===== config.mk =====
export PLATFORM = sky130hd
export DESIGN_NAME = idle_sleep_fade_breathe
export DESIGN_NICKNAME = d
export VERILOG_FILES = /design/src/rtl/core/isfb_pkg.sv /design/src/rtl/core/isfb_divider.sv /design/src/rtl/core/isfb_multiplier.sv /design/src/rtl/core/idle_sleep_fade_breathe.sv
export SDC_FILE = /design/constraint.sdc
export NUM_CORES = 1
export LEC_CHECK = 0
export BUFFER_PORTS_ARGS = -buffer_cell sky130_fd_sc_hd__buf_2
export CORE_ASPECT_RATIO = 1.4
export CORE_MARGIN = 8
export CORE_UTILIZATION = 35
export CTS_BUF_LIST = sky130_fd_sc_hd__clkbuf_8
export DETAILED_ROUTE_END_ITERATION = 6
export PLACE_DENSITY = 0.61
export SKIP_LAST_GASP = 1
export SLEW_MARGIN = 25
export SYNTH_ARGS = -nofsm -noshare
export SYNTH_HDL_FRONTEND = slang
export SYNTH_SLANG_ARGS = --single-unit

===== constraint.sdc =====
create_clock -name aclk -period 11 [get_ports aclk]
set_clock_uncertainty 0.1 [all_clocks]
set_input_delay 1.1 -clock aclk [delete_from_list [all_inputs] [get_ports aclk]]
set_output_delay 1.1 -clock aclk [all_outputs]
set_load 0.005 [all_outputs]

===== src/rtl/core/isfb_pkg.sv =====
// isfb_pkg: shared constants and types for the idle/sleep/fade/breathe block.
// No dependencies.
`timescale 1ns / 1ps
package isfb_pkg;
    localparam int          PULSE_STEPS     = 1024;
    localparam logic [31:0] DEFAULT_IDLE_MS = 32'd300000;
    localparam logic [15:0] MS_PER_MINUTE   = 16'd60000;
    localparam logic [15:0] FADE_RESET      = 16'd800;
    localparam logic [15:0] BREATHE_RESET   = 16'd4800;
    localparam logic [1:0] REG_TIMEOUT = 2'd0;
    localparam logic [1:0] REG_FADE    = 2'd1;
    localparam logic [1:0] REG_BREATHE = 2'd2;
    localparam logic [1:0] REG_UNUSED  = 2'd3;
endpackage


===== src/rtl/core/isfb_divider.sv =====
// isfb_divider: restoring divider, one quotient bit per cycle.
// Depends on nothing.
`timescale 1ns / 1ps
module isfb_divider #(
    parameter int NUM_W = 34,
    parameter int DEN_W = 18
) (
    input  logic             aclk,
    input  logic             aresetn,
    input  logic             start,
    input  logic [NUM_W-1:0] num,
    input  logic [DEN_W-1:0] den,
    output logic             done,
    output logic [NUM_W-1:0] quot,
    output logic [DEN_W-1:0] rem
);
    localparam int CNT_W = $clog2(NUM_W + 1);
    logic [NUM_W-1:0] q_reg;
    logic [DEN_W:0]   r_reg;
    logic [DEN_W-1:0] d_reg;
    logic [CNT_W-1:0] cnt_reg;
    logic             busy_reg, done_reg;
    logic [DEN_W:0]   trial;
    logic [DEN_W+1:0] diff;

    assign trial = {r_reg[DEN_W-1:0], q_reg[NUM_W-1]};
    assign diff  = {1'b0, trial} - {2'b00, d_reg};

    always_ff @(posedge aclk) begin
        if (!aresetn) begin
            busy_reg <= 1'b0;
            done_reg <= 1'b0;
            cnt_reg  <= '0;
        end else begin
            done_reg <= 1'b0;
            if (start) begin
                q_reg    <= num;
                r_reg    <= '0;
                d_reg    <= den;
                cnt_reg  <= CNT_W'(NUM_W);
                busy_reg <= 1'b1;
            end else if (busy_reg) begin
                if (!diff[DEN_W+1]) begin
                    r_reg <= diff[DEN_W:0];
                    q_reg <= {q_reg[NUM_W-2:0], 1'b1};
                end else begin
                    r_reg <= trial;
                    q_reg <= {q_reg[NUM_W-2:0], 1'b0};
                end
                cnt_reg <= cnt_reg - 1'b1;
                if (cnt_reg == CNT_W'(1)) begin
                    busy_reg <= 1'b0;
                    done_reg <= 1'b1;
                end
            end
        end
    end
    assign done = done_reg;
    assign quot = q_reg;
    assign rem  = r_reg[DEN_W-1:0];
endmodule


===== src/rtl/core/isfb_multiplier.sv =====
// isfb_multiplier: shift-add multiplier, one multiplier bit per cycle.
// Depends on nothing.
`timescale 1ns / 1ps
module isfb_multiplier #(
    parameter int A_W = 32,
    parameter int B_W = 16
) (
    input  logic               aclk,
    input  logic               aresetn,
    input  logic               start,
    input  logic [A_W-1:0]     a,
    input  logic [B_W-1:0]     b,
    output logic               done,
    output logic [A_W+B_W-1:0] prod
);
    localparam int CNT_W = $clog2(B_W + 1);
    logic [A_W+B_W-1:0] acc_reg, a_reg;
    logic [B_W-1:0]     b_reg;
    logic [CNT_W-1:0]   cnt_reg;
    logic               busy_reg, done_reg;

    always_ff @(posedge aclk) begin
        if (!aresetn) begin
            busy_reg <= 1'b0;
            done_reg <= 1'b0;
            cnt_reg  <= '0;
        end else begin
            done_reg <= 1'b0;
            if (start) begin
                acc_reg  <= '0;
                a_reg    <= {{B_W{1'b0}}, a};
                b_reg    <= b;
                cnt_reg  <= CNT_W'(B_W);
                busy_reg <= 1'b1;
            end else if (busy_reg) begin
                if (b_reg[0]) acc_reg <= acc_reg + a_reg;
                a_reg   <= {a_reg[A_W+B_W-2:0], 1'b0};
                b_reg   <= b_reg >> 1;
                cnt_reg <= cnt_reg - 1'b1;
                if (cnt_reg == CNT_W'(1)) begin
                    busy_reg <= 1'b0;
                    done_reg <= 1'b1;
                end
            end
        end
    end
    assign done = done_reg;
    assign prod = acc_reg;
endmodule


===== src/rtl/core/idle_sleep_fade_breathe.sv =====
// Channel | beat fields (low bit first)              | handshake
// s_      | time_ms[31:0], activity (tuser)           | s_tvalid/s_tready
// m_      | fade_scale[16:0], pulse_brightness[24:17] | m_tvalid/m_tready
//         | tuser: is_sleeping[0], is_fading[1]       |
// One tick at a time: s_tready is high only in idle. An awake tick puts its result
// on m_tvalid through ST_UPD (mode update) and ST_OUT (output load); a fading tick adds
// one divide, a fade that starts with zero length skips it. A sleeping tick runs two
// divides, four multiplies and a shift; the 34-bit bit-serial divider dominates. The
// next beat can be taken in the cycle after the result loads. aresetn is synchronous;
// a stalled result holds the output, and the next result waits in ST_OUT, s_tready low.
`timescale 1ns / 1ps
module idle_sleep_fade_breathe
    import isfb_pkg::*;
#(
    parameter int MAX_STATUS_BRIGHTNESS = 255
) (
    input  logic        aclk,
    input  logic        aresetn,
    input  logic        s_tvalid,
    output logic        s_tready,
    input  logic [31:0] s_tdata,   // time_ms
    input  logic        s_tuser,   // activity
    output logic        m_tvalid,
    input  logic        m_tready,
    output logic [31:0] m_tdata,   // fade_scale[16:0], pulse_brightness[24:17], zero pad
    output logic [1:0]  m_tuser,   // is_sleeping, is_fading
    input  logic        cfg_we,
    input  logic [1:0]  cfg_index,
    input  logic [15:0] cfg_wdata
);
    localparam int SB = $clog2(PULSE_STEPS);   // S = 2^SB
    localparam int DN = 34;
    localparam int DD = 18;

    typedef enum logic [3:0] {
        ST_IDLE, ST_UPD, ST_FADE, ST_PH, ST_X, ST_X2, ST_CUBE, ST_SM,
        ST_SQ, ST_LVL, ST_BR, ST_OUT, ST_WAIT
    } state_t;
    state_t state_reg;

    logic [9:0]  tmo_reg;
    logic [15:0] fade_len_reg, period_reg;
    logic [31:0] last_act_reg, fade_start_reg, now_reg;
    logic        act_reg, fade_reg, sleep_reg;
    logic [31:0] work_reg;
    logic [16:0] per_reg, half_reg;
    logic        m_valid_reg;
    logic [31:0] m_data_reg;
    logic [1:0]  m_user_reg;

    logic          dv_start, dv_done, mu_start, mu_done;
    logic [DN-1:0] dv_num, dv_q;
    logic [DD-1:0] dv_den, dv_r;
    logic [31:0]   mu_a;
    logic [15:0]   mu_b;
    logic [47:0]   mu_p;

    isfb_divider #(.NUM_W(DN), .DEN_W(DD)) u_div (
        .aclk(aclk), .aresetn(aresetn), .start(dv_start), .num(dv_num), .den(dv_den),
        .done(dv_done), .quot(dv_q), .rem(dv_r));
    isfb_multiplier #(.A_W(32), .B_W(16)) u_mul (
        .aclk(aclk), .aresetn(aresetn), .start(mu_start), .a(mu_a), .b(mu_b),
        .done(mu_done), .prod(mu_p));

    logic [31:0] limit, idle_e, fade_e;
    logic [25:0] tmo_ms;
    assign tmo_ms = 26'(tmo_reg) * 26'(MS_PER_MINUTE);
    assign limit  = (tmo_reg == '0) ? DEFAULT_IDLE_MS : 32'(tmo_ms);
    assign idle_e = now_reg - last_act_reg;
    assign fade_e = now_reg - fade_start_reg;

    logic [16:0] ph, r_val;
    assign ph    = dv_r[16:0];
    assign r_val = (ph < half_reg) ? ph : per_reg - ph;

    assign s_tready = (state_reg == ST_IDLE);
    assign m_tvalid = m_valid_reg;
    assign m_tdata  = m_data_reg;
    assign m_tuser  = m_user_reg;

    logic [31:0] x_reg;
    logic [2:0]  phase_reg;
    logic [16:0] scale_res;

    always_ff @(posedge aclk) begin
        if (!aresetn) begin
            state_reg    <= ST_IDLE;
            tmo_reg      <= '0;
            fade_len_reg <= FADE_RESET;
            period_reg   <= BREATHE_RESET;
            last_act_reg <= '0;
            fade_start_reg <= '0;
            fade_reg     <= 1'b0;
            sleep_reg    <= 1'b0;
            m_valid_reg  <= 1'b0;
            phase_reg    <= '0;
        end else begin
            if (cfg_we) begin
                unique case (cfg_index)
                    REG_TIMEOUT: tmo_reg      <= cfg_wdata[9:0];
                    REG_FADE:    fade_len_reg <= cfg_wdata;
                    REG_BREATHE: period_reg   <= cfg_wdata;
                    default: ;
                endcase
            end
            if (m_valid_reg && m_tready && state_reg != ST_OUT) m_valid_reg <= 1'b0;
            unique case (state_reg)
                ST_IDLE: if (s_tvalid) begin
                    now_reg   <= s_tdata;
                    act_reg   <= s_tuser;
                    state_reg <= ST_UPD;
                end
                ST_UPD: begin
                    if (act_reg) begin
                        last_act_reg <= now_reg;
                        fade_reg  <= 1'b0;
                        sleep_reg <= 1'b0;
                        work_reg  <= 32'h10000;
                        state_reg <= ST_OUT;
                    end else if (sleep_reg) begin
                        state_reg <= ST_PH;
                    end else if (fade_reg) begin
                        if (fade_e >= 32'(fade_len_reg)) begin
                            fade_reg  <= 1'b0;
                            sleep_reg <= 1'b1;
                            state_reg <= ST_PH;
                        end else state_reg <= ST_FADE;
                    end else if (idle_e >= limit) begin
                        fade_reg       <= 1'b1;
                        fade_start_reg <= now_reg;
                        state_reg      <= ST_FADE;
                    end else begin
                        work_reg  <= 32'h10000;
                        state_reg <= ST_OUT;
                    end
                    per_reg  <= (period_reg < 16'd2) ? 17'd2 : {1'b0, period_reg};
                    half_reg <= ((period_reg < 16'd2) ? 17'd2 : {1'b0, period_reg}) >> 1;
                end
                ST_FADE: begin
                    // fade_start may be now (e=0) when the fade just began
                    if (phase_reg == 3'd0) begin
                        if (fade_e >= 32'(fade_len_reg)) begin
                            work_reg  <= '0;
                            state_reg <= ST_OUT;
                        end else phase_reg <= 3'd1;
                    end else if (phase_reg == 3'd1) phase_reg <= 3'd2;
                    else if (dv_done) begin
                        work_reg  <= dv_q[31:0];
                        phase_reg <= 3'd0;
                        state_reg <= ST_OUT;
                    end
                end
                ST_PH: begin
                    if (phase_reg == 3'd1) phase_reg <= 3'd2;
                    else if (phase_reg == 3'd0) phase_reg <= 3'd1;
                    else if (dv_done) begin
                        x_reg     <= 32'(r_val) << SB;
                        phase_reg <= 3'd0;
                        state_reg <= ST_X;
                    end
                end
                ST_X: begin
                    if (phase_reg == 3'd0) phase_reg <= 3'd1;
                    else if (phase_reg == 3'd1) phase_reg <= 3'd2;
                    else if (dv_done) begin
                        x_reg     <= (dv_q > DN'(PULSE_STEPS)) ? 32'(PULSE_STEPS)
                                                              : dv_q[31:0];
                        phase_reg <= 3'd0;
                        state_reg <= ST_X2;
                    end
                end
                ST_X2, ST_CUBE, ST_SQ, ST_BR: begin
                    if (phase_reg == 3'd0) phase_reg <= 3'd1;
                    else if (phase_reg == 3'd1) phase_reg <= 3'd2;
                    else if (mu_done) begin
                        phase_reg <= 3'd0;
                        unique case (state_reg)
                            ST_X2:   begin work_reg <= mu_p[31:0]; state_reg <= ST_CUBE; end
                            ST_CUBE: begin work_reg <= mu_p[31:0] + 32'(1 << (2*SB-1));
                                           state_reg <= ST_SM; end
                            ST_SQ:   begin work_reg <= (mu_p[31:0] + 32'(PULSE_STEPS/2)) >> SB;
                                           state_reg <= ST_BR; end
                            default: begin work_reg <= (mu_p[31:0] + 32'(PULSE_STEPS/2)) >> SB;
                                           state_reg <= ST_OUT; end
                        endcase
                    end
                end
                ST_SM: begin
                    work_reg  <= work_reg >> (2*SB);
                    state_reg <= ST_SQ;
                end
                ST_OUT: if (!m_valid_reg || m_tready) begin
                    m_valid_reg <= 1'b1;
                    m_user_reg  <= {fade_reg, sleep_reg};
                    m_data_reg  <= sleep_reg ? {7'd0, work_reg[7:0], 17'd0}
                                             : {15'd0, scale_res};
                    state_reg   <= ST_IDLE;
                end
                default: state_reg <= ST_IDLE;
            endcase
        end
    end
    assign scale_res = work_reg[16:0];

    // Start pulses: issued at phase 1 of each arithmetic state.
    logic [31:0] fe_w;
    logic [16:0] fl_w;
    assign fl_w = {1'b0, fade_len_reg};
    assign fe_w = fade_e;
    always_comb begin : starts
        logic [16:0] rem_f;
        rem_f = fl_w - fe_w[16:0];
        dv_start = 1'b0; dv_num = '0; dv_den = '0;
        mu_start = 1'b0; mu_a = '0; mu_b = '0;
        if (phase_reg == 3'd1) begin
            unique case (state_reg)
                ST_FADE: begin
                    dv_start = 1'b1;
                    dv_num = DN'({rem_f, 16'd0}) + DN'(fade_len_reg >> 1);
                    dv_den = DD'(fl_w);
                end
                ST_PH: begin
                    dv_start = 1'b1; dv_num = DN'(now_reg); dv_den = DD'(per_reg);
                end
                ST_X: begin
                    dv_start = 1'b1; dv_num = DN'(x_reg); dv_den = DD'(half_reg);
                end
                ST_X2: begin
                    mu_start = 1'b1; mu_a = x_reg; mu_b = x_reg[15:0];
                end
                ST_CUBE: begin
                    mu_start = 1'b1; mu_a = work_reg;
                    mu_b = 16'(3*PULSE_STEPS) - {x_reg[14:0], 1'b0};
                end
                ST_SQ: begin
                    mu_start = 1'b1; mu_a = work_reg; mu_b = work_reg[15:0];
                end
                ST_BR: begin
                    mu_start = 1'b1; mu_a = work_reg; mu_b = 16'(MAX_STATUS_BRIGHTNESS);
                end
                default: ;
            endcase
        end
    end
endmodule


==> impl_results.md, run 1 <==
* Status: complete, but fails checks
* Violated checks: design-rule violations
* Critical path's top delay family: adder cells
* Gate Count Post-Synth at about 3200
* Final Cycle Share at ~80%
* Cell accounting for the most synthesized area: edfxtp_1
* # hold bufs at CTS at 0
* GRT Total Usage at a little under a fifth
* Reg2Reg Depth at 30
* Ys flop type: edfxtp_1
* Power per cell area at 180 nW/um^2
* Post-Syn Area at about 29000 sq um
* CTS tree: built
* Final WL at around 90000 um
* Initial DRC count at slightly below 2000
* # H-tree levels at 3
* Sequential Area at approximately 11000 sq um
* Reg-to-Reg Start: tmo_reg[8]
* Detailed Routing Iterations Pass 1 at 7
* Vias in the first global route at about 24000
* First-pass GRT wire length at about 140000 um
* # setup viols final at 0
* Synth warn at 0
* DIE AREA at about 90000 sq um
* Via density at ~5.5
* Clk slew on worst S/H paths at approximately 60 ps
* R2r endpoint: work_reg[28]
* Worst EP arrival at between 8000 and 9000 ps
* Vias post-DR at between 20000 and 25000
* RSZ-0062 raised after global routing: no
* CORE AREA at 82600 sq um
* Maximum VDD drop at 0.0965 mV
* Pin count of the biggest net entering global routing at 78
* WP data required at 11220 ps
* Fmax at 114 MHz
* Slew Viols, Final at 0
* Share of the synthesized area in the top cell type at 29.8%
* Crit-path max cell delay at a little over 600 ps
* Most frequent cell on the critical path: inv_1
* Routed WL per cell at roughly 20 um
* Initial antenna violation count at 3
* EDFF count, synth at roughly 290
* P_leak at between 10 and 15 nW
* Post-Place Worst Slack at 2330 ps
* Fin. Hold Viols at 0
* Share of cells above drive strength 1 at a little under 9%
* Hold path cells at 2
* Rows at around 130
* CTS Sinks at ~420
* Top post-synthesis cells by area: edfxtp_1, ha_1, dfxtp_1, nand2_1, a21oi_1
* Final GP Congestion at ~0.95
* Post_cts resized at 0
* Postcts setup bufs at 0
* Asr flop ratio synth at 0%
* Number of fill cells at around 8400
* HP Class: register to register
* Post-DRT Antenna Nets at 0
* Clk Tree Root Cell: clkbuf_8
* Crit path time final at roughly 9000 ps
* Hold Crit Endpoint: last_act_reg[29]
* Worst rel slew slack at a little over a quarter
* Chip Width at around 260 um
* Setup TNS after final layout at 0 ps
* Sequential-to-total area share from yosys stat at 38.9%
* CP startpoint kind: register
* Seq cells post-synth at around 420
* Mapped Avg Cell Area at 9.05 sq um
* Final #Nets at around 3600
* DRC Markers at 4
* Hpwl dp at between 60000 and 70000 um
* Area grow syn2layout at 11.3%
* Synth cell types at between 80 and 90
* Max-cap violations at 0
* Initial core utilization at about a third
* Worst-margin pin slew at around 1100 ps
* CTS max path bufs at 3
* Reg-to-reg slack, setup at between 2000 and 2500 ps
* Number of buffers created by CTS at 74
* Max reg flops at 34
* CP max-delay cell: o41ai_1
* Io pins at 92
* Post-synth top cells: nand2_1, nor2_1, edfxtp_1, ha_1, inv_1
* Crit path capture type: register
* Hold wc startpoint: last_act_reg[29]
* Multi-input gate area at 16300 sq um
* Total gr overflow at 0
* Die height at 356 um
* Critical path type: register to register
* Final worst-path setup slack at between 2000 and 2500 ps
* Number of buffers added on ports at 84
* Top-count cell post-synth: nand2_1
* Clk Latency, worst-skew pair at ~700 ps
* Buffers & Inverters on Critical Path at 6
* CP max FO at 32
metal layers:
layer	vias to the layer above	track usage, %	wire length, um
met1	11500	21.7	35000
met3	210	2.54	4810
met4	0	11.7	5690
met5	-	0	0
met2	717	33.6	44600
li1	11600	-	-
worst min-delay path, stage by stage (launching register included):
cell and delay (ps):
dfxtp_1 300, nand2_1 50, a21oi_1 50
power breakdown:
part	internal (mW)	total, mW	switching, mW	leakage, nW
clock network	0.917	1.65	0.734	0.906
logic	0.797	2.07	1.27	8.31
registers	1.89	2.09	0.195	3.72
total	3.61	5.80	2.20	12.9
cells by family after synthesis:
family	after synthesis	share of synthesized area, %
simple gates	1029	16.2
compound gates	830	18.8
flops	419	38.9
buf+inv	408	5.39
fa+ha+maj	314	14.5
xor+xnor	161	4.87
mux	39	1.35
other cells	1	0.0129
stage by stage:
stage                     power, mW  instances  util, %  cell area, sq um  hold slack, ps
after global routing           6.15       4394     39.0             32200             377
after detailed placement       4.17       4255     37.0             30500             346
after global placement         4.15       4255     37.0             30500             343
after CTS                      5.84       4392     39.0             32200             355
final                          5.80       4396     39.0             32200             354
after floorplan                3.57       3212        -             29000             332
placed cells by master (no fill, tap or decap), types with 16 or more instances in the layout:
master    count
a222oi_1     53
inv_1       264
fa_1         37
o21bai_1     17
dfxtp_1     131
ha_1        275
nand4_1      24
xnor2_1      92
a21boi_0     17
nand2b_1     28
a21o_1       47
nor4_1       21
a22oi_1      46
edfxtp_1    288
nor2b_1      48
and3_1       28
o21ai_0     181
buf_4        37
nor3_1       58
o21a_1       29
buf_2        84
nor2_1      315
o211ai_1     24
and2_1       36
xor2_1       69
mux2i_1      39
a31oi_1      19
nand3_1      51
or2_2        18
o31ai_1      16
a211oi_1     27
a21oi_1     246
clkbuf_8     93
nand2_1     342
cell type report:
type                    instances  area share, %
multi-input cells            2385           50.5
flip-flops and latches        419           35.0
well taps                    1079           4.19
clock buffers                  93           3.97
inverters                     251           2.93
repair buffers                121           2.17
clock inverters                44           1.23
diodes                          4         0.0310
worst max-delay path by stage:
stage	startpoint	end	slack, ps	cells after the start
4_1_cts	tmo_reg[8]	work_reg[31]	2280	30
6_report	tmo_reg[8]	work_reg[28]	2260	30
2_1_floorplan	tmo_reg[8]	work_reg[0]	1380	29
5_1_grt	tmo_reg[8]	work_reg[28]	1500	30
3_5_place_dp	tmo_reg[8]	work_reg[20]	2330	30
3_3_place_gp	tmo_reg[8]	work_reg[25]	2460	30
(Power assumes the default switching activity.)
==> run 2: changes to the inputs <==
--- a/config.mk
+++ b/config.mk
@@ -5,6 +5,7 @@
 export SDC_FILE = /design/constraint.sdc
 export NUM_CORES = 1
 export LEC_CHECK = 0
+export ABC_AREA = 1
 export BUFFER_PORTS_ARGS = -buffer_cell sky130_fd_sc_hd__buf_2
 export CORE_ASPECT_RATIO = 1.4
 export CORE_MARGIN = 8
==> constraint.sdc (replaced) <==
create_clock -name aclk -period 8.1 [get_ports aclk]
set_clock_uncertainty 0.1 [all_clocks]
set_input_delay 0.81 -clock aclk [delete_from_list [all_inputs] [get_ports aclk]]
set_output_delay 0.81 -clock aclk [all_outputs]
set_load 0.005 [all_outputs]
==> run 2 against run 1 <==
The run now ends clean. Critical path depth up 2. Worst setup slack worse by 1500 ps. Global-route usage up 1.1 points. Non-clock buffer count down 3. Sequential share of layout area down 1.1 points. Via count up 11%. Sequential cell count unchanged.
==> impl_results.md, run 2 <==
* Via density at 5.25 (-4.0%)
* Total gr overflow at 0 (unchanged)
* Post-synth top cells: nand2_1, inv_1, a21oi_1, nor2_1, o21ai_0
* CORE AREA at 85500 sq um (+3.5%)
* # H-tree levels at 3 (unchanged)
* P_leak at 14.6 nW (+13%)
* Initial antenna violation count at 3 (unchanged)
* Clk Latency, worst-skew pair at 700 ps (about the same)
* Rows at 127 (+1.6%)
* Crit path capture type: register
* Share of cells above drive strength 1 at 8.55% (-0.30 points)
* Reg-to-Reg Start: tmo_reg[8]
* Share of the synthesized area in the top cell type at 28.7% (-1.1 points)
* GRT Total Usage at 20.2% (+1.1 points)
* GR met2 Demand/Resource at 36.6% (+3.0 points)
* Hpwl dp at 78400 um (+15%)
* Cell accounting for the most synthesized area: edfxtp_1
* Pin count of the biggest net entering global routing at 104 (+33%)
* CP startpoint: tmo_reg[8]
* Gate Count Post-Synth at 3843 (+20%)
* Reg-to-reg slack, setup at 770 ps (-1490 ps)
* CP startpoint kind: register
* Commonest cells after routing, fill and taps aside: nand2_1, inv_1, a21oi_1, nor2_1, o21ai_0
* Clk slew on worst S/H paths at 60 ps (about the same)
* Ys flop type: edfxtp_1
* Sequential-to-total area share from yosys stat at 37.4% (-1.5 points)
* Final WL at 99600 um (+11%)
* CTS max path bufs at 3 (unchanged)
* Worst EP arrival at 7570 ps (-1380 ps)
* Worst rel slew slack at 31.7% (+5.3 points)
* Worst Setup EP: work_reg[9]
* Synth warn at 0 (unchanged)
* DIE AREA at 95900 sq um (+3.8%)
* # setup viols final at 0 (unchanged)
* Crit path time final at 7330 ps (-1410 ps)
* Crit-path max cell delay at 540 ps (-80 ps)
* Final Cycle Share at 90.5% (+11 points)
* Routed WL per cell at 19.6 um (-4.5%)
* CP max-delay cell: fa_1
* Status: finished, final reports clean
* Detailed Routing Iterations Pass 1 at 6 (-1)
* Chip Width at 264 um (+1.8%)
* Grt met1 use at 22.4% (+0.72 points)
* Most Used Layer, Global Route: met2
* Critical path type: register to register
* Io pins at 92 (unchanged)
* # hold bufs at CTS at 0 (unchanged)
* EDFF count, synth at 288 (unchanged)
* Max reg flops at 34 (unchanged)
* Area grow syn2layout at 10.4%
* Post-Syn Area at 30100 sq um (+4.0%)
* CP max FO at 32 (unchanged)
* Power per cell area at 250 nW/um^2 (+39%)
* Non-Filler Instances at 5088 (+16%)
* Vias in the first global route at 26100 (+10%)
* Seq cells post-synth at 419 (unchanged)
* Synth cell types at 65 (-21%)
* Maximum VDD drop at 0.106 mV (+9.4%)
* Number of buffers added on ports at 84 (unchanged)
* Met3 Use GR at 2.95% (+0.41 points)
* Asr flop ratio synth at 0% (unchanged)
* Vias post-DR at 26700 (+11%)
* WP data required at 8340 ps (-2880 ps)
* Most common cell after layout, fill and taps aside: nand2_1
* Post_cts resized at 0 (unchanged)
* Final GP Congestion at 0.981 (+3.1%)
* Initial DRC count at 2005 (+3.1%)
* Number of buffers created by CTS at 75 (+1.4%)
* Final #Nets at 4299 (+19%)
* Die height at 363 um (+1.9%)
* RSZ-0062 raised after global routing: no
* Hold path cells at 1 (-1)
* Slew Viols, Final at 0 (unchanged)
* Top-count cell post-synth: nand2_1
* Worst-margin pin slew at 1020 ps (-80.8 ps)
* Reg2Reg Depth at 32 (+6.7%)
* Placed cells at 4949 (+16%)
* CTS tree: built
* Setup TNS after final layout at 0 ps (unchanged)
* Fin. Hold Viols at 0 (unchanged)
* R2r endpoint: work_reg[9]
* Fmax at 136 MHz (+19%)
* Postcts setup bufs at 0 (unchanged)
* Max-cap violations at 0 (unchanged)
* Initial core utilization at 35.2% (+0.15 points)
* Top post-synthesis cells by area: edfxtp_1, ha_1, nand2_1, dfxtp_1, inv_1
* Post-DRT Antenna Nets at 0 (unchanged)
* First-pass GRT wire length at 151000 um (+9.9%)
* CTS Sinks at 419 (unchanged)
* Most frequent cell on the critical path: nand2_1
* Final design utilization at 38.9% (-0.14 points)
* HP Class: input pin to register
* Mapped Avg Cell Area at 7.84 sq um (-13%)
* Clk Tree Root Cell: clkbuf_8
* DRC Markers at 0 (-4)
==> run 2: cell types whose count changed after synthesis, moves of 61 or more <==
cell     before  now
a21oi_1     249  351
xnor2_1      92   26
inv_1       251  587
o21ai_0     181  294
nand2_1     342  743
nand3_1      52  113
==> run 2: logic make-up (layout without fill, tap and decap cells) <==
family	Yosys count	after routing	synth area share, %
flip-flops	419	419	37.4
other	1	15	0.0124
buffers and inverters	717	852	9.27
XOR/XNOR	84	84	2.44
adder cells (fa/ha/maj)	312	312	13.9
AND/OR/NAND/NOR	1363	1363	18.8
AO/OA/AOI/OAI	947	947	18.2
==> run 2: layout make-up <==
cell class	count	area (sq um)
clock buffer	86	1180
timing repair buffer	118	698
fill	8941	52200
clock inverter	49	290
inverter	599	2250
antenna	3	7.51
multi-input combinational	2718	16200
sequential	419	11300
tap	1096	1370
==> run 2: worst max-delay path: cells and delay by family (launching register included) <==
family	cells	cell delay (ps)
adders and majority gates	7	2980
and+or+nand+nor	12	1350
AOI/OAI and AO/OA	6	1180
buffers and inverters	7	840
DFF	1	520
==> run 2: per-stage QoR <==
stage                     worst slack [ps]  instance area [sq um]  power (mW)  hold slack, ps
after floorplan                        788                  30200        5.27             330
after global placement                 884                  31700        6.29             315
after detailed placement               837                  31700        6.33             318
after CTS                              807                  33200        8.36             162
after global routing                   358                  33200        8.90             188
final                                  768                  33300        8.32             212
==> run 2: worst min-delay path by stage <==
stage	slack, ps	endpoint	startpoint
4_1_cts	160	act_reg	s_tuser
3_3_place_gp	310	per_reg[3]	period_reg[3]
3_5_place_dp	320	per_reg[2]	period_reg[2]
5_1_grt	190	now_reg[16]	s_tdata[16]
2_1_floorplan	330	m_tuser[0]	sleep_reg
6_report	210	now_reg[11]	s_tdata[11]
==> run 2: per-layer routing <==
| layer | vias up | wire (um) |
|---|---|---|
| met3 | 233 | 5220 |
| met5 | - | 0 |
| met2 | 833 | 50100 |
| met1 | 12500 | 38400 |
| li1 | 13100 | - |
| met4 | 0 | 5900 |
==> run 2: where the power goes <==
group	switching (mW)	internal, mW	leakage (nW)
sequential	0.227	2.61	3.70
combinational	2.35	1.14	10.1
clock	0.981	1.02	0.817
